### config.mk
export PLATFORM = sky130hd
export DESIGN_NAME = video_bitstream_writer_core
export DESIGN_NICKNAME = d
export VERILOG_FILES = /design/src/rtl/vbw_pkg.sv /design/src/rtl/video_bitstream_writer_core.sv /design/src/rtl/vbw_encode.sv /design/src/rtl/vbw_serial.sv /design/src/rtl/vbw_emit.sv
export SDC_FILE = /design/constraint.sdc
export NUM_CORES = 1
export LEC_CHECK = 0
export ABC_AREA = 1
export BUFFER_PORTS_ARGS = -buffer_cell sky130_fd_sc_hd__clkbuf_2
export CORE_ASPECT_RATIO = 0.5
export CORE_UTILIZATION = 40
export CTS_BUF_LIST = sky130_fd_sc_hd__clkbuf_4 sky130_fd_sc_hd__clkbuf_8 sky130_fd_sc_hd__clkbuf_16
export CTS_CLUSTER_DIAMETER = 100
export CTS_CLUSTER_SIZE = 24
export DETAILED_ROUTE_END_ITERATION = 8
export HOLD_SLACK_MARGIN = 0.12
export PLACE_DENSITY = 0.63
export SETUP_SLACK_MARGIN = 0.1
export SLEW_MARGIN = 0
export SYNTH_ARGS = -nofsm -noshare
export SYNTH_HDL_FRONTEND = slang
export SYNTH_SLANG_ARGS = --single-unit
### constraint.sdc
create_clock -name clk -period 5.98 [get_ports clk]
set_input_delay 0.598 -clock clk [delete_from_list [all_inputs] [get_ports clk]]
set_output_delay 0.598 -clock clk [all_outputs]
set_load 0.01 [all_outputs]
### src/rtl/vbw_pkg.sv
package vbw_pkg;

  localparam int VALUE_BITS_DEF = 32;
  localparam int LEN_W          = 6;
  localparam int ZERO_W         = 4;
  localparam int EG_W           = 16;

  localparam logic [7:0]  PREV_BYTE = 8'h03;
  localparam logic [15:0] UE_MAX    = 16'd65534;
  localparam logic [14:0] SE_MAX    = 15'd32767;

  localparam logic [2:0] ACT_RAW        = 3'd0;
  localparam logic [2:0] ACT_UE         = 3'd1;
  localparam logic [2:0] ACT_SE         = 3'd2;
  localparam logic [2:0] ACT_TRAIL      = 3'd3;
  localparam logic [2:0] ACT_ALIGN      = 3'd4;
  localparam logic [2:0] ACT_ALIGN_ZERO = 3'd5;

  typedef enum logic [2:0] {
    KIND_NONE,
    KIND_BITS,
    KIND_TRAIL,
    KIND_ALIGN,
    KIND_PADZ
  } kind_t;

  typedef struct packed {
    logic [2:0]  action;
    logic [31:0] value;
    logic [5:0]  raw_len;
  } in_item_t;

  typedef struct packed {
    logic [7:0] out_byte;
    logic       is_prevention;
    logic       last;
  } out_item_t;

  typedef struct packed {
    kind_t             kind;
    logic [ZERO_W-1:0] zeros;
    logic [LEN_W-1:0]  len;
  } job_ctl_t;

  typedef struct packed {
    logic [7:0] data;
    logic       last;
  } byte_req_t;

endpackage

### src/rtl/video_bitstream_writer_core.sv
// Bit-serial bitstream writer: each request (raw bits, ue, se, trailing bits, align,
// align zero) is encoded in two pipeline steps and then shifted out one bit per
// cycle, while the emit stage is ready, into the byte packer; finished bytes go
// through an emulation prevention stage that inserts 0x03 before a byte below 0x04
// that follows two zero bytes. One request at a time: a request occupies the block
// until all its bits (Exp-Golomb prefix, code bits and byte padding) are shifted
// out. Each inserted 0x03, and out_stall holding a finished byte, stall the
// shifter.
module video_bitstream_writer_core #(
  parameter int VALUE_BITS = vbw_pkg::VALUE_BITS_DEF
) (
  input  logic                clk,
  input  logic                rst_n,
  input  logic                in_valid,
  output logic                in_stall,
  input  vbw_pkg::in_item_t   in_data,
  output logic                out_valid,
  input  logic                out_stall,
  output vbw_pkg::out_item_t  out_data
);

  localparam int SHW = (VALUE_BITS > vbw_pkg::EG_W) ? VALUE_BITS : vbw_pkg::EG_W;

  logic                enc_busy;
  logic                ser_busy;
  logic                in_take;
  logic                job_vld;
  logic                job_take;
  vbw_pkg::job_ctl_t   job_ctl;
  logic [SHW-1:0]      job_word;
  logic                emit_rdy;
  logic                byte_vld;
  vbw_pkg::byte_req_t  byte_req;

  assign in_stall = enc_busy || ser_busy;
  assign in_take  = in_valid && !in_stall;

  vbw_encode #(.VALUE_BITS(VALUE_BITS)) u_encode (
    .clk      (clk),
    .rst_n    (rst_n),
    .in_take  (in_take),
    .in_data  (in_data),
    .busy     (enc_busy),
    .job_vld  (job_vld),
    .job_take (job_take),
    .job_ctl  (job_ctl),
    .job_word (job_word)
  );

  vbw_serial #(.VALUE_BITS(VALUE_BITS)) u_serial (
    .clk      (clk),
    .rst_n    (rst_n),
    .job_vld  (job_vld),
    .job_ctl  (job_ctl),
    .job_word (job_word),
    .job_take (job_take),
    .busy     (ser_busy),
    .emit_rdy (emit_rdy),
    .byte_vld (byte_vld),
    .byte_req (byte_req)
  );

  vbw_emit u_emit (
    .clk       (clk),
    .rst_n     (rst_n),
    .byte_vld  (byte_vld),
    .byte_req  (byte_req),
    .emit_rdy  (emit_rdy),
    .out_valid (out_valid),
    .out_stall (out_stall),
    .out_data  (out_data)
  );

endmodule

### src/rtl/vbw_encode.sv
module vbw_encode #(
  parameter int VALUE_BITS = vbw_pkg::VALUE_BITS_DEF
) (
  input  logic                       clk,
  input  logic                       rst_n,
  input  logic                       in_take,
  input  vbw_pkg::in_item_t          in_data,
  output logic                       busy,
  output logic                       job_vld,
  input  logic                       job_take,
  output vbw_pkg::job_ctl_t          job_ctl,
  output logic [((VALUE_BITS > vbw_pkg::EG_W) ? VALUE_BITS : vbw_pkg::EG_W)-1:0]
                                     job_word
);

  localparam int SHW = (VALUE_BITS > vbw_pkg::EG_W) ? VALUE_BITS : vbw_pkg::EG_W;

  logic [VALUE_BITS-1:0]       val;
  logic [VALUE_BITS-1:0]       mag;
  logic                        neg;
  logic [14:0]                 se_m;
  logic [vbw_pkg::EG_W-1:0]    ue_code;
  logic [vbw_pkg::EG_W-1:0]    eg_val;

  vbw_pkg::kind_t              a_kind_nxt;
  logic [SHW-1:0]              a_word_nxt;
  logic [vbw_pkg::LEN_W-1:0]   a_len_nxt;
  logic                        a_eg_nxt;

  logic                        a_vld_r;
  vbw_pkg::kind_t              a_kind_r;
  logic [SHW-1:0]              a_word_r;
  logic [vbw_pkg::LEN_W-1:0]   a_len_r;
  logic                        a_eg_r;

  logic [vbw_pkg::ZERO_W-1:0]  lg;
  vbw_pkg::job_ctl_t           b_ctl_nxt;

  logic                        b_vld_r;
  vbw_pkg::job_ctl_t           b_ctl_r;
  logic [SHW-1:0]              b_word_r;
  logic                        a_move;

  // stage A: clamp and map the code number
  always_comb begin
    val     = in_data.value[VALUE_BITS-1:0];
    neg     = val[VALUE_BITS-1];
    mag     = neg ? (~val + 1'b1) : val;
    se_m    = (33'(mag) > 33'(vbw_pkg::SE_MAX)) ? vbw_pkg::SE_MAX : 15'(mag);
    ue_code = (33'(val) > 33'(vbw_pkg::UE_MAX)) ? vbw_pkg::UE_MAX : 16'(val);
    eg_val  = '0;
    a_kind_nxt = vbw_pkg::KIND_NONE;
    a_word_nxt = '0;
    a_len_nxt  = '0;
    a_eg_nxt   = 1'b0;
    case (in_data.action)
      vbw_pkg::ACT_RAW: begin
        a_kind_nxt = vbw_pkg::KIND_BITS;
        a_word_nxt[VALUE_BITS-1:0] = val;
        a_len_nxt = (in_data.raw_len > vbw_pkg::LEN_W'(VALUE_BITS)) ?
                    vbw_pkg::LEN_W'(VALUE_BITS) : in_data.raw_len;
      end
      vbw_pkg::ACT_UE: begin
        eg_val     = ue_code + 16'd1;
        a_kind_nxt = vbw_pkg::KIND_BITS;
        a_word_nxt = SHW'(eg_val);
        a_eg_nxt   = 1'b1;
      end
      vbw_pkg::ACT_SE: begin
        // positive maps to 2m-1, so the Exp-Golomb value is 2m; else 2m+1
        eg_val     = (neg || se_m == 15'd0) ? {se_m, 1'b1} : {se_m, 1'b0};
        a_kind_nxt = vbw_pkg::KIND_BITS;
        a_word_nxt = SHW'(eg_val);
        a_eg_nxt   = 1'b1;
      end
      vbw_pkg::ACT_TRAIL: begin
        a_kind_nxt = vbw_pkg::KIND_TRAIL;
        a_word_nxt = SHW'(1);
        a_len_nxt  = vbw_pkg::LEN_W'(1);
      end
      vbw_pkg::ACT_ALIGN: begin
        a_kind_nxt = vbw_pkg::KIND_ALIGN;
        a_word_nxt = SHW'(1);
        a_len_nxt  = vbw_pkg::LEN_W'(1);
      end
      vbw_pkg::ACT_ALIGN_ZERO: begin
        a_kind_nxt = vbw_pkg::KIND_PADZ;
      end
      default: begin
        a_kind_nxt = vbw_pkg::KIND_NONE;
      end
    endcase
  end

  // stage B: prefix length from the leading one
  always_comb begin
    lg = '0;
    for (int i = 0; i < vbw_pkg::EG_W; i++) begin
      if (a_word_r[i]) lg = vbw_pkg::ZERO_W'(i);
    end
    b_ctl_nxt.kind = a_kind_r;
    if (a_eg_r) begin
      b_ctl_nxt.zeros = lg;
      b_ctl_nxt.len   = vbw_pkg::LEN_W'(lg) + vbw_pkg::LEN_W'(1);
    end else begin
      b_ctl_nxt.zeros = '0;
      b_ctl_nxt.len   = a_len_r;
    end
  end

  assign a_move = a_vld_r && (!b_vld_r || job_take);

  always_ff @(posedge clk) begin
    if (!rst_n) begin
      a_vld_r <= 1'b0;
      b_vld_r <= 1'b0;
    end else begin
      if (in_take) begin
        a_vld_r <= 1'b1;
      end else if (a_move) begin
        a_vld_r <= 1'b0;
      end
      if (a_move) begin
        b_vld_r <= 1'b1;
      end else if (job_take) begin
        b_vld_r <= 1'b0;
      end
    end
  end

  always_ff @(posedge clk) begin
    if (in_take) begin
      a_kind_r <= a_kind_nxt;
      a_word_r <= a_word_nxt;
      a_len_r  <= a_len_nxt;
      a_eg_r   <= a_eg_nxt;
    end
    if (a_move) begin
      b_ctl_r  <= b_ctl_nxt;
      b_word_r <= a_word_r;
    end
  end

  assign busy     = a_vld_r || b_vld_r;
  assign job_vld  = b_vld_r;
  assign job_ctl  = b_ctl_r;
  assign job_word = b_word_r;

endmodule

### src/rtl/vbw_serial.sv
module vbw_serial #(
  parameter int VALUE_BITS = vbw_pkg::VALUE_BITS_DEF
) (
  input  logic                 clk,
  input  logic                 rst_n,
  input  logic                 job_vld,
  input  vbw_pkg::job_ctl_t    job_ctl,
  input  logic [((VALUE_BITS > vbw_pkg::EG_W) ? VALUE_BITS : vbw_pkg::EG_W)-1:0] job_word,
  output logic                 job_take,
  output logic                 busy,
  input  logic                 emit_rdy,
  output logic                 byte_vld,
  output vbw_pkg::byte_req_t   byte_req
);

  localparam int SHW = (VALUE_BITS > vbw_pkg::EG_W) ? VALUE_BITS : vbw_pkg::EG_W;

  logic                        active_r;
  logic [SHW-1:0]              shreg_r;
  logic [vbw_pkg::ZERO_W-1:0]  pre_r;
  logic [vbw_pkg::LEN_W-1:0]   dat_r;
  logic [vbw_pkg::LEN_W-1:0]   rem_r;
  logic [7:0]                  part_r;
  logic [2:0]                  bcnt_r;

  logic [vbw_pkg::LEN_W-1:0]   sum;
  logic [2:0]                  padn;
  logic                        padded;
  logic                        skip;
  logic [vbw_pkg::LEN_W-1:0]   load_rem;
  logic                        step;
  logic                        cur_bit;

  always_comb begin
    sum      = vbw_pkg::LEN_W'(bcnt_r) + vbw_pkg::LEN_W'(job_ctl.zeros) + job_ctl.len;
    padn     = 3'd0 - sum[2:0];
    padded   = job_ctl.kind inside {vbw_pkg::KIND_TRAIL, vbw_pkg::KIND_ALIGN,
                                    vbw_pkg::KIND_PADZ};
    skip     = (job_ctl.kind == vbw_pkg::KIND_NONE) ||
               (job_ctl.kind == vbw_pkg::KIND_ALIGN && bcnt_r == 3'd0);
    load_rem = vbw_pkg::LEN_W'(job_ctl.zeros) + job_ctl.len +
               (padded ? vbw_pkg::LEN_W'(padn) : '0);
  end

  assign job_take = job_vld && !active_r;
  assign step     = active_r && emit_rdy;

  // prefix zeros, then code bits from the MSB, then pad zeros
  assign cur_bit = (pre_r != '0) ? 1'b0 : ((dat_r != '0) ? shreg_r[SHW-1] : 1'b0);

  assign byte_vld      = step && (bcnt_r == 3'd7);
  assign byte_req.data = {part_r[6:0], cur_bit};
  assign byte_req.last = (rem_r <= vbw_pkg::LEN_W'(8));
  assign busy          = active_r;

  always_ff @(posedge clk) begin
    if (!rst_n) begin
      active_r <= 1'b0;
      bcnt_r   <= 3'd0;
      part_r   <= 8'd0;
    end else if (job_take) begin
      active_r <= !skip && (load_rem != '0);
      pre_r    <= job_ctl.zeros;
      dat_r    <= job_ctl.len;
      rem_r    <= load_rem;
      shreg_r  <= job_word << (vbw_pkg::LEN_W'(SHW) - job_ctl.len);
    end else if (step) begin
      part_r <= {part_r[6:0], cur_bit};
      bcnt_r <= bcnt_r + 3'd1;
      rem_r  <= rem_r - vbw_pkg::LEN_W'(1);
      if (rem_r == vbw_pkg::LEN_W'(1)) begin
        active_r <= 1'b0;
      end
      if (pre_r != '0) begin
        pre_r <= pre_r - vbw_pkg::ZERO_W'(1);
      end else if (dat_r != '0) begin
        dat_r   <= dat_r - vbw_pkg::LEN_W'(1);
        shreg_r <= {shreg_r[SHW-2:0], 1'b0};
      end
    end
  end

endmodule

### src/rtl/vbw_emit.sv
module vbw_emit (
  input  logic                clk,
  input  logic                rst_n,
  input  logic                byte_vld,
  input  vbw_pkg::byte_req_t  byte_req,
  output logic                emit_rdy,
  output logic                out_valid,
  input  logic                out_stall,
  output vbw_pkg::out_item_t  out_data
);

  logic                out_vld_r;
  vbw_pkg::out_item_t  out_r;
  logic                pend_vld_r;
  vbw_pkg::byte_req_t  pend_r;
  logic [1:0]          zrun_r;
  logic                free;
  logic                need_prev;

  assign free      = !out_vld_r || !out_stall;
  assign emit_rdy  = free && !pend_vld_r;
  assign need_prev = (zrun_r == 2'd2) && (byte_req.data < 8'd4);

  always_ff @(posedge clk) begin
    if (!rst_n) begin
      out_vld_r  <= 1'b0;
      pend_vld_r <= 1'b0;
      zrun_r     <= 2'd0;
    end else if (free) begin
      if (pend_vld_r) begin
        out_vld_r           <= 1'b1;
        out_r.out_byte      <= pend_r.data;
        out_r.is_prevention <= 1'b0;
        out_r.last          <= pend_r.last;
        pend_vld_r          <= 1'b0;
      end else if (byte_vld) begin
        out_vld_r <= 1'b1;
        if (need_prev) begin
          // insert 0x03 first and hold the byte in pend_r until the output is free
          out_r.out_byte      <= vbw_pkg::PREV_BYTE;
          out_r.is_prevention <= 1'b1;
          out_r.last          <= 1'b0;
          pend_r              <= byte_req;
          pend_vld_r          <= 1'b1;
          zrun_r              <= (byte_req.data == 8'd0) ? 2'd1 : 2'd0;
        end else begin
          out_r.out_byte      <= byte_req.data;
          out_r.is_prevention <= 1'b0;
          out_r.last          <= byte_req.last;
          zrun_r              <= (byte_req.data == 8'd0) ? (zrun_r + 2'd1) : 2'd0;
        end
      end else begin
        out_vld_r <= 1'b0;
      end
    end
  end

  assign out_valid = out_vld_r;
  assign out_data  = out_r;

endmodule

==> summary.md, run 1 <==
| Metric | Value |
|---|---|
| Die height | around 120 um |
| Die ar. | 0.0268 mm2 |
| Clock-pin slew on the worst setup and hold paths | ~0.07 ns |
| Worst clock skew | around 0.015 ns |
| Clock power share | 0.359 |
| Routability cong. | just over 0.9 |
| #FFs+latches synth | about 170 |
| Total global-route track usage | 0.196 |
| Crit. End Element | flop |
| Share of cells above drive strength 1 | 0.0912 |
| Die width | ~230 um |
| Antenna violations before repair | 0 |
| Req. time, crit path | between 6 and 7 ns |
| Reg area | around 0.005 mm2 |
| Status | finished clean |
| Switch share | 0.298 |
| Part of the power in registers | 0.473 |
| Number of remaining DRC errors | 0 |
| Hold EP | u_encode.job_word[30] |
| Pins over their slew limit | 0 |
| Reg2reg setup slack | about 1.5 ns |
| N_diodes | 0 |
| Later-pin clock latency in the skew report | about 0.43 ns |
| Reg2Reg Launch Point | u_encode.job_ctl[0] |
| Top_reg_cell synth | edfxtp_1 |
| Fin Setup TNS | 0 ns |
| DR pass1 iterations | 5 |
| H-tree levels | 4 |
| # Post-CTS Setup Buffers | 0 |
| Syn Inst Count | roughly 1300 |
| Cell taking the most area after synthesis | edfxtp_1 |
| Reg2Reg Capture Point | u_serial.shreg_r[8] |
| Vias | between 8000 and 9000 |
| Arrival time at the worst endpoint | 4.62 ns |
| Crit start category | flop |
| Hold depth | 0 |
| Vias per cell | approximately 5.3 |
| CP most frequent cell | o21ai_0 |
| CTS tree | done |
| Synth Cell Area | approximately 0.010 mm2 |
| Switch Pwr | about 0.0009 W |
| Initial cell density of the core | 0.411 |
| Pin count of the biggest net entering global routing | 46 |
| Final Cell Area | 0.0116 mm2 |
| Worst VDD drop | roughly 0.15 mV |
| Filler instances | about 2500 |
| Internal Pwr Total | between 0.002 and 0.0025 W |
| Crit Path Max Fanout | 35 |
| CTS buffer count | 17 |
| P&R area growth vs syn | 11.3% |
| LEAKAGE | approximately 4.7 nW |
| WL per Instance | approximately 15 um |
| Placement Setup Slack | between 1.5 and 2 ns |
| Top cells by count, synth | 327 x nand2_1, 154 x edfxtp_1, 142 x inv_1, 142 x nor2_1, 138 x o21ai_0 |
| Worst hold path type | reg2reg |
| Seq/Total Area, Yosys | 0.476 |
| Core area | approximately 0.025 mm2 |
| Slowest Stage Delay on Critical Path | 1.14 ns |
| Final HPWL DP | slightly below 20000 um |
| Largest cells by area after synthesis | edfxtp_1 44%, nand2_1 12%, o21ai_0 6.6% |
| Post-synth EDFFs | approximately 150 |
| Synthesized Nets | 1371 |
| Total grt overflow | 0 |
| Share of the synthesized area in the top cell type | 0.443 |
| Slowest CP cell | ha_1 |
| Vias in the first global route | 8277 |
| Cells resized by post-CTS repair | 0 |
| Final setup margin | between 1.5 and 2 ns |
| Total Wirelength | about 26000 um |
| Final hold violation count | 0 |
| Root Buffer | clkbuf_16 |
| Design Power | ~0.0030 W |
| RSZ-0062 raised after global routing | no |
| Syn Area/Cell | 8.04 um2 |
| Worst-Margin Slew | between 1 and 1.5 ns |
| Max Root-Sink Buffers | 2 |
| Yosys Warn Count | 0 |
| Setup CP Type | reg2reg |
| CP Cell Sequence | buf_4 > clkinv_1 > ha_1 > inv_1 > o21ai_0 > inv_1 > nand2_1 > o21ai_0 > o21ai_0 > o21ai_0 |
| FP Rows | 41 |
| Final ANT Viol Nets | 0 |
| Final setup fails | 0 |
| # nets final | between 1000 and 1500 |
| Minimum clock period | between 4 and 5 ns |
| First-pass GRT wire length | roughly 42000 um |
| Clock sink total | roughly 170 |
| 1st-iter DRT viols | 786 |
| Top-count cell post-synth | nand2_1 |
| Area occupied by multi-input gates | ~0.0047 mm2 |
| Pwr/cell area | roughly 260 mW/mm2 |
| Cts-stage hold buffer count | 0 |
| Max Fclk | 0.224 GHz |
| Worst r2r path cells | 10 |
| Unique masters post-synth | 46 |
| Async SR Flop Fraction | 0 |
| Io pins | between 50 and 60 |
| Relative max-transition margin | 0.229 |
| Port buffer count | 56 |
| Worst hold start | u_encode.a_word_r[30] |
| Comb power frac | 0.167 |
| Cell Area, Placed | ~0.011 mm2 |
| Maxcap violations | 0 |
| Final period util | 0.747 |
cell families (layout without fill, tap and decap cells):
logic type / count (synthesis) / count (layout) / synth area share
muxes: 10 / 10 / 0.00959
adders and majority gates: 28 / 28 / 0.0372
AOI/OAI and AO/OA: 240 / 240 / 0.131
DFF: 171 / 171 / 0.476
and+or+nand+nor: 617 / 617 / 0.246
buffers and inverters: 199 / 249 / 0.0735
xor gates and xnor gates: 33 / 33 / 0.0277
how the worst max path moves through the flow:
stage | start | to | slack (ns) | depth (start not counted)
floorplan | out_stall | u_serial.dat_r[0] | 2.22 | 9
global placement | u_encode.job_ctl[0] | u_serial.shreg_r[23] | 1.81 | 10
detailed placement | u_encode.job_ctl[0] | u_serial.shreg_r[23] | 1.60 | 10
CTS | u_encode.job_ctl[0] | u_serial.shreg_r[8] | 1.58 | 10
global route | u_encode.job_ctl[0] | u_serial.shreg_r[8] | 1.08 | 10
finish | u_encode.job_ctl[0] | u_serial.shreg_r[8] | 1.51 | 10
metrics by stage:
stage / hold slack (ns) / cells / utilization
6_report: 0.420 / 1692 / 0.458
5_1_grt: 0.426 / 1692 / 0.458
4_1_cts: 0.423 / 1692 / 0.458
3_5_place_dp: 0.405 / 1660 / 0.435
3_3_place_gp: 0.406 / 1660 / 0.435
2_1_floorplan: 0.400 / 1298 / -
metal layers:
metal  vias to the layer above  global-route usage  share of wire
met5                         -                   0              0
met1                      4116               0.282           0.49
met2                       298               0.304           0.43
met4                         0              0.0662          0.020
met3                        37              0.0303          0.060
li1                       4458                   -              -
power groups by stage:
stage / sequential (W) / clock (W) / combinational [W]
after CTS: 0.00140 / 0.00109 / 0.000489
after global placement: 0.00143 / 0 / 0.000478
after global routing: 0.00141 / 0.00114 / 0.000559
final: 0.00140 / 0.00107 / 0.000496
after detailed placement: 0.00143 / 0 / 0.000487
after floorplan: 0.00142 / 0 / 0.000350
sequential cells by signal, summed over array words and instances (netlist names):
name	count
u_serial.rem_r	6
u_emit.pend_r	9
u_encode.a_eg_r	1
u_encode.job_ctl	13
u_emit.out_valid	1
u_encode.job_word	32
u_encode.a_len_r	6
u_serial.bcnt_r	3
u_encode.a_vld_r	1
u_emit.zrun_r	2
u_encode.a_kind_r	3
u_encode.a_word_r	32
u_serial.part_r	7
u_encode.job_vld	1
u_emit.out_data	10
u_emit.pend_vld_r	1
u_serial.dat_r	6
u_serial.shreg_r	32
u_serial.pre_r	4
u_serial.busy	1
layout by cell type (no fill, tap or decap), types with 3 or more instances in the layout:
cell type,Yosys,routed
a21oi_1,31,31
a22oi_1,5,5
a31oi_1,7,7
buf_4,0,10
clkbuf_16,0,17
clkbuf_2,0,56
clkinv_1,4,4
dfxtp_1,17,17
edfxtp_1,154,154
fa_1,5,5
ha_1,23,23
inv_1,142,142
inv_2,5,5
inv_8,0,5
mux2i_1,10,10
nand2_1,327,327
nand3_1,90,90
nand4_1,14,14
nor2_1,142,140
nor2_2,8,9
nor3_1,14,14
nor4_1,8,8
o211ai_1,19,19
o21ai_0,138,138
o21ai_1,14,14
o221ai_1,11,11
o41ai_1,3,3
or2_2,3,3
xnor2_1,14,13
xor2_1,19,19
critical path, delay by kind of cell (launching register included):
| family | cells | cell delay, ns |
|---|---|---|
| fa+ha+maj | 1 | 1.14 |
| buf+inv | 4 | 1.73 |
| compound gates | 4 | 0.86 |
| simple gates | 1 | 0.06 |
| flops | 1 | 0.38 |
final cells by class:
class,instances,area share
Sequential cell,171,0.427
Timing Repair Buffer,66,0.0306
Tap cell,344,0.0370
Multi-Input combinational cell,928,0.407
Inverter,151,0.0488
Clock buffer,17,0.0366
Clock inverter,15,0.0128
No activity file was read; power rests on OpenSTA's default activity.
==> run 2: changes to the inputs <==
==> constraint.sdc (replaced) <==
create_clock -name clk -period 4.3 [get_ports clk]
set_input_delay 0.43 -clock clk [delete_from_list [all_inputs] [get_ports clk]]
set_output_delay 0.43 -clock clk [all_outputs]
set_load 0.01 [all_outputs]
==> run 2 against run 1 <==
Register-to-register slack worse by 1.1 ns. Critical path depth rose by 6. First-iteration DRC count is 10% lower. Sequential power increased by 39%. Final cell count grew 0.41%. Total power rose by 41%. Fmax increased by 16%. Global-route usage decreased by 0.50 points. Non-clock buffer count up 7. Worst setup slack worse by 1.1 ns. Via count decreased by 1.3%. Highest routed layer unchanged. Clock-buffer cell count increased by 1.
==> summary.md, run 2 (synthesized netlist as in run 1, its figures left out) <==
| Metric | Value |
|---|---|
| Design Power | 0.00419 W (+41%) |
| Switch Pwr | 0.00119 W (+34%) |
| CTS buffer count | 17 (unchanged) |
| Req. time, crit path | 4.61 ns (-1.52 ns) |
| Placed Cells | 1666 (+0.36%) |
| Final non-filler cell total | 1699 (+0.41%) |
| Port buffer count | 56 (unchanged) |
| Max Fclk | 0.259 GHz (+16%) |
| Clock-pin slew on the worst setup and hold paths | 0.07 ns (about the same) |
| Final HPWL DP | 18800 um (-2.8%) |
| Part of the power in registers | 0.466 (-0.007) |
| Initial cell density of the core | 0.411 (unchanged) |
| 1st-iter DRT viols | 705 (-10%) |
| Die width | 230 um (unchanged) |
| Switch share | 0.283 (-0.0153) |
| Routability cong. | 0.945 (+1.9%) |
| Arrival time at the worst endpoint | 4.16 ns (-0.46 ns) |
| Clock power share | 0.370 (+0.011) |
| Area occupied by multi-input gates | 0.00473 mm2 (unchanged) |
| P&R area growth vs syn | 11.9% |
| RSZ-0062 raised after global routing | no |
| FP Rows | 41 (unchanged) |
| Pins over their slew limit | 0 (unchanged) |
| N_diodes | 0 (unchanged) |
| WL per Instance | 14.6 um (-3.8%) |
| Total Wirelength | 24800 um (-3.4%) |
| Crit. End Element | flop |
| Number of remaining DRC errors | 0 (unchanged) |
| Core area | 0.0254 mm2 (unchanged) |
| Worst-Margin Slew | 1.15 ns (-0.00291 ns) |
| Pin count of the biggest net entering global routing | 46 (unchanged) |
| Final period util | 0.897 (+0.150) |
| Relative max-transition margin | 0.231 (+0.00194) |
| Setup CP Type | reg2reg |
| CTS tree | done |
| Max Root-Sink Buffers | 2 (unchanged) |
| Crit Path Max Fanout | 3 (-91%) |
| Commonest cells after routing, fill and taps aside | 327 x nand2_1, 154 x edfxtp_1, 142 x inv_1 |
| Filler instances | 2485 (-0.48%) |
| Comb power frac | 0.164 (-0.003) |
| Worst VDD drop | 0.229 mV (+50%) |
| First-pass GRT wire length | 41300 um (-1.7%) |
| Slowest Stage Delay on Critical Path | 0.55 ns (-0.59 ns) |
| Share of cells above drive strength 1 | 0.0952 (+0.00396) |
| Crit start category | flop |
| Die ar. | 0.0268 mm2 (unchanged) |
| Fin Setup TNS | 0 ns (unchanged) |
| CP Cell Sequence | ha_1 > inv_1 > fa_1 > ha_1 > xnor2_1 > xor2_1 > xnor2_1 > nor2_1 > fa_1 > inv_1 > fa_1 > inv_1 > nor4_1 > nand3_1 > o2111ai_1 > a21oi_1 |
| Internal Pwr Total | 0.00300 W (+44%) |
| Later-pin clock latency in the skew report | 0.43 ns (about the same) |
| Status | finished clean |
| Minimum clock period | 3.86 ns (-0.609 ns) |
| Clock sink total | 171 (unchanged) |
| Final ANT Viol Nets | 0 (unchanged) |
| Die height | 116 um (unchanged) |
| CP delay by family, top | adder cells |
| Reg area | 0.00496 mm2 (unchanged) |
| Root Buffer | clkbuf_16 |
| CP Buf/Inv Count | 3 (-1) |
| Vias per cell | 5.17 (-1.8%) |
| Total global-route track usage | 0.191 (-0.00496) |
| Commonest non-fill, non-tap cell in the layout | nand2_1 |
| Final setup fails | 0 (unchanged) |
| Antenna violations before repair | 0 (unchanged) |
| Slowest CP cell | fa_1 |
| Vias | 8789 (-1.3%) |
| Io pins | 57 (unchanged) |
| Vias in the first global route | 8330 (+0.64%) |
| # nets final | 1415 (+0.50%) |
| Maxcap violations | 0 (unchanged) |
| Final hold violation count | 0 (unchanged) |
| LEAKAGE | 4.75 nW (+0.81%) |
| Worst clock skew | 0.0135 ns (-0.00145 ns) |
| DR pass1 iterations | 5 (unchanged) |
| Worst hold path type | in2reg |
| Total grt overflow | 0 (unchanged) |
| Pwr/cell area | 358 mW/mm2 (+40%) |
| H-tree levels | 4 (unchanged) |
==> run 2: path summary, 6_finish.rpt <==
check                               end  slack, ns  cells past startpoint             startpoint
setup / recovery          u_serial.busy       0.44                     16    u_encode.job_ctl[7]
hold / removal      u_encode.a_len_r[0]       0.31                      3             in_data[0]
setup reg to reg          u_serial.busy       0.44                     16    u_encode.job_ctl[7]
hold reg to reg   u_encode.job_word[31]       0.42                      0  u_encode.a_word_r[31]
==> run 2: metrics by stage <==
stage,utilization,cell area (um2),hold slack [ns],worst slack [ns]
after floorplan,-,10400,0.400,0.628
after global placement,0.437,11100,0.405,0.489
after detailed placement,0.437,11100,0.405,0.380
after CTS,0.460,11700,0.303,0.359
after global routing,0.460,11700,0.311,0.171
final,0.460,11700,0.313,0.444
==> run 2: routing by layer <==
| layer | GRT usage | routed length [um] |
|---|---|---|
| met5 | 0 | 0 |
| met3 | 0.0310 | 1150 |
| met1 | 0.271 | 12500 |
| met4 | 0.0508 | 337 |
| met2 | 0.307 | 10800 |
==> run 2: area by class of cell <==
class	count	area share
clock inverter	14	0.0135
inverter	151	0.0485
sequential	171	0.425
clock buffer	18	0.0370
multi-input combinational	928	0.404
timing repair buffer	73	0.0349
tap	344	0.0368
==> run 2: timing repair <==
action | in CTS | in global routing
endpoints found under the setup margin | 0 | 1
buffers inserted | 0 | 1
hold buffers | 0 | 0
gates resized for setup | 0 | 1
==> run 2: worst reg2reg max path: stages (launching register included) <==
cell       delay [ns]
edfxtp_1         0.44
ha_1             0.30
inv_1            0.05
fa_1             0.47
ha_1             0.22
xnor2_1          0.16
xor2_1           0.19
xnor2_1          0.14
nor2_1           0.07
fa_1             0.51
inv_1            0.07
fa_1             0.55
inv_1            0.04
nor4_1           0.21
nand3_1          0.13
o2111ai_1        0.11
a21oi_1          0.09
==> run 2: power by group through the flow <==
| stage | Clock [W] | Combinational (W) | Sequential (W) |
|---|---|---|---|
| after floorplan | 0 | 0.000487 | 0.00197 |
| after global placement | 0 | 0.000663 | 0.00198 |
| after detailed placement | 0 | 0.000678 | 0.00199 |
| after CTS | 0.00157 | 0.000681 | 0.00195 |
| after global routing | 0.00164 | 0.000781 | 0.00196 |
| final | 0.00155 | 0.000688 | 0.00195 |
==> run 3: changes to the inputs <==
--- a/config.mk
+++ b/config.mk
@@ -7,6 +7,8 @@
 export LEC_CHECK = 0
 export ABC_AREA = 1
 export BUFFER_PORTS_ARGS = -buffer_cell sky130_fd_sc_hd__clkbuf_2
+export CELL_PAD_IN_SITES_DETAIL_PLACEMENT = 1
+export CELL_PAD_IN_SITES_GLOBAL_PLACEMENT = 1
 export CORE_ASPECT_RATIO = 0.5
 export CORE_UTILIZATION = 40
 export CTS_BUF_LIST = sky130_fd_sc_hd__clkbuf_4 sky130_fd_sc_hd__clkbuf_8 sky130_fd_sc_hd__clkbuf_16
@@ -14,7 +16,7 @@
 export CTS_CLUSTER_SIZE = 24
 export DETAILED_ROUTE_END_ITERATION = 8
 export HOLD_SLACK_MARGIN = 0.12
-export PLACE_DENSITY = 0.63
+export PLACE_DENSITY = 0.78
 export SETUP_SLACK_MARGIN = 0.1
 export SLEW_MARGIN = 0
 export SYNTH_ARGS = -nofsm -noshare
==> run 3 against run 2 <==
Hold slack lost 0.00065 ns. Flip-flop and latch count is the same. Fmax shrank 2.6%. Design area shrank 0.35%. Sequential share of layout area grew 0.15 points. Total power shrank 1.4%. Global-route usage grew 3.5 points. Clock-buffer cell count grew 3. Via count grew 2.3%. Highest routed layer unchanged.
==> summary.md, run 3 (synthesized netlist as in run 1, its figures left out) <==
| Metric | Value |
|---|---|
| Vias per cell | 5.30 (+2.5%) |
| Max Root-Sink Buffers | 2 (unchanged) |
| Switch Pwr | 0.00121 W (+1.8%) |
| Worst VDD drop | 0.235 mV (+3.0%) |
| Die height | 116 um (unchanged) |
| Routability cong. | 0.916 (-3.1%) |
| Final core utilization | 0.459 (-0.00163) |
| Reg2Reg Launch Point | u_encode.job_ctl[1] |
| Crit. End Element | flop |
| Die ar. | 0.0268 mm2 (unchanged) |
| Worst r2r path cells | 16 (unchanged) |
| Fin Setup TNS | 0 ns (unchanged) |
| Crit start category | flop |
| LEAKAGE | 4.74 nW (-0.15%) |
| Number of remaining DRC errors | 0 (unchanged) |
| Pins over their slew limit | 0 (unchanged) |
| Clock power share | 0.351 (-0.019) |
| Crit Path Max Fanout | 4 (+1) |
| Filler instances | 3089 (+24%) |
| Max Fclk | 0.253 GHz (-2.6%) |
| Part of the power in registers | 0.474 (+0.008) |
| Antenna violations before repair | 0 (unchanged) |
| Hold depth | 3 (unchanged) |
| Worst hold path type | in2reg |
| Internal Pwr Total | 0.00292 W (-2.7%) |
| # Post-CTS Setup Buffers | 0 (unchanged) |
| Cells resized by post-CTS repair | 0 (unchanged) |
| DR pass1 iterations | 5 (unchanged) |
| First-pass GRT wire length | 47700 um (+16%) |
| Arrival time at the worst endpoint | 4.28 ns (+0.12 ns) |
| N_diodes | 0 (unchanged) |
| Minimum clock period | 3.96 ns (+0.103 ns) |
| Status | finished clean |
| Total global-route track usage | 0.226 (+0.0346) |
| Commonest cells after routing, fill and taps aside | 327 x nand2_1, 154 x edfxtp_1, 142 x inv_1 |
| RSZ-0062 raised after global routing | no |
| FP Rows | 41 (unchanged) |
| Core area | 0.0254 mm2 (unchanged) |
| Cell Area, Placed | 0.0111 mm2 (about the same) |
| Final period util | 0.921 (+0.0240) |
| Hold_ws | 0.312 ns (-0.000648 ns) |
| CTS buffer count | 17 (unchanged) |
| Later-pin clock latency in the skew report | 0.44 ns (about the same) |
| Total Wirelength | 29100 um (+18%) |
| Final Cell Area | 0.0116 mm2 (-0.35%) |
| Final ANT Viol Nets | 0 (unchanged) |
| 1st-iter DRT viols | 724 (+2.7%) |
| Total grt overflow | 0 (unchanged) |
| Switch share | 0.292 (+0.00921) |
| Worst Setup SP | u_encode.job_ctl[1] |
| CTS tree | done |
| Global routing usage on met2 | 0.387 (+0.0805) |
| Commonest non-fill, non-tap cell in the layout | nand2_1 |
| Share of cells above drive strength 1 | 0.0961 (+0.000880) |
| H-tree levels | 4 (unchanged) |
| Comb power frac | 0.174 (+0.010) |
| Port buffer count | 56 (unchanged) |
| Relative max-transition margin | 0.192 (-0.0392) |
| Design Power | 0.00413 W (-1.4%) |
| Clock-pin slew on the worst setup and hold paths | 0.07 ns (about the same) |
| Pwr/cell area | 354 mW/mm2 (-1.1%) |
| # nets final | 1413 (-0.14%) |
| Req. time, crit path | 4.62 ns (about the same) |
| Vias in the first global route | 9227 (+11%) |
| Pin count of the biggest net entering global routing | 46 (unchanged) |
| P&R area growth vs syn | 11.5% |
| Worst hold start | in_data[0] |
| Die width | 230 um (unchanged) |
| Maxcap violations | 0 (unchanged) |
| Vias | 8995 (+2.3%) |
| Met1 GRT Util | 0.301 (+0.0303) |
| Final setup fails | 0 (unchanged) |
| GRT busiest layer | met2 |
| Worst clock skew | 0.0126 ns (-0.000902 ns) |
| Grt met3 use | 0.0295 (-0.00146) |
| Initial cell density of the core | 0.411 (unchanged) |
| Clock sink total | 171 (unchanged) |
| Io pins | 57 (unchanged) |
| Worst-Margin Slew | 1.21 ns (+0.0587 ns) |
| Final HPWL DP | 22500 um (+20%) |
| Final hold violation count | 0 (unchanged) |
| WL per Instance | 17.2 um (+18%) |
| Cts-stage hold buffer count | 0 (unchanged) |
| Setup CP Type | reg2reg |
| Root Buffer | clkbuf_16 |
[run 3: layer usage]
metal / wire length (um) / share of wire
met1: 14300 / 0.49
met5: 0 / 0
met2: 13700 / 0.47
met4: 485 / 0.017
met3: 696 / 0.024
[run 3: power groups by stage]
stage	Sequential, W	Combinational [W]	Clock (W)
after detailed placement	0.00199	0.000705	0
final	0.00196	0.000718	0.00145
after floorplan	0.00197	0.000487	0
after global placement	0.00198	0.000671	0
after global routing	0.00196	0.000814	0.00153
after CTS	0.00196	0.000713	0.00148
[run 3: final cells by class]
type | instances | area (um2) | share of cell area
inverter | 151 | 567 | 0.0487
clock inverter | 11 | 82.6 | 0.00709
multi-input combinational | 928 | 4740 | 0.407
sequential | 171 | 4960 | 0.426
clock buffer | 21 | 468 | 0.0402
timing repair buffer | 71 | 393 | 0.0337
tap | 344 | 430 | 0.0370
[run 3: metrics by stage]
step | std cells | setup WS, ns
floorplan | 1298 | 0.628
detailed placement | 1665 | 0.240
finish | 1697 | 0.341
global route | 1697 | 0.124
global placement | 1665 | 0.486
CTS | 1697 | 0.241
[run 3: critical path, cell delays in order (launching register included)]
cell	delay, ns
edfxtp_1	0.48
ha_1	0.33
inv_1	0.05
fa_1	0.48
ha_1	0.25
xnor2_2	0.15
xor2_1	0.19
xnor2_1	0.13
nor2_1	0.07
fa_1	0.52
inv_1	0.08
fa_1	0.46
o21ai_1	0.18
xnor2_1	0.17
nand3_1	0.11
o2111ai_1	0.09
a21oi_1	0.09
[run 3: worst paths after layout]
kind / slack, ns / endpoint
setup / recovery: 0.34 / u_serial.busy
hold / removal: 0.31 / u_encode.a_len_r[0]
setup reg to reg: 0.34 / u_serial.busy
hold reg to reg: 0.42 / u_encode.job_word[16]
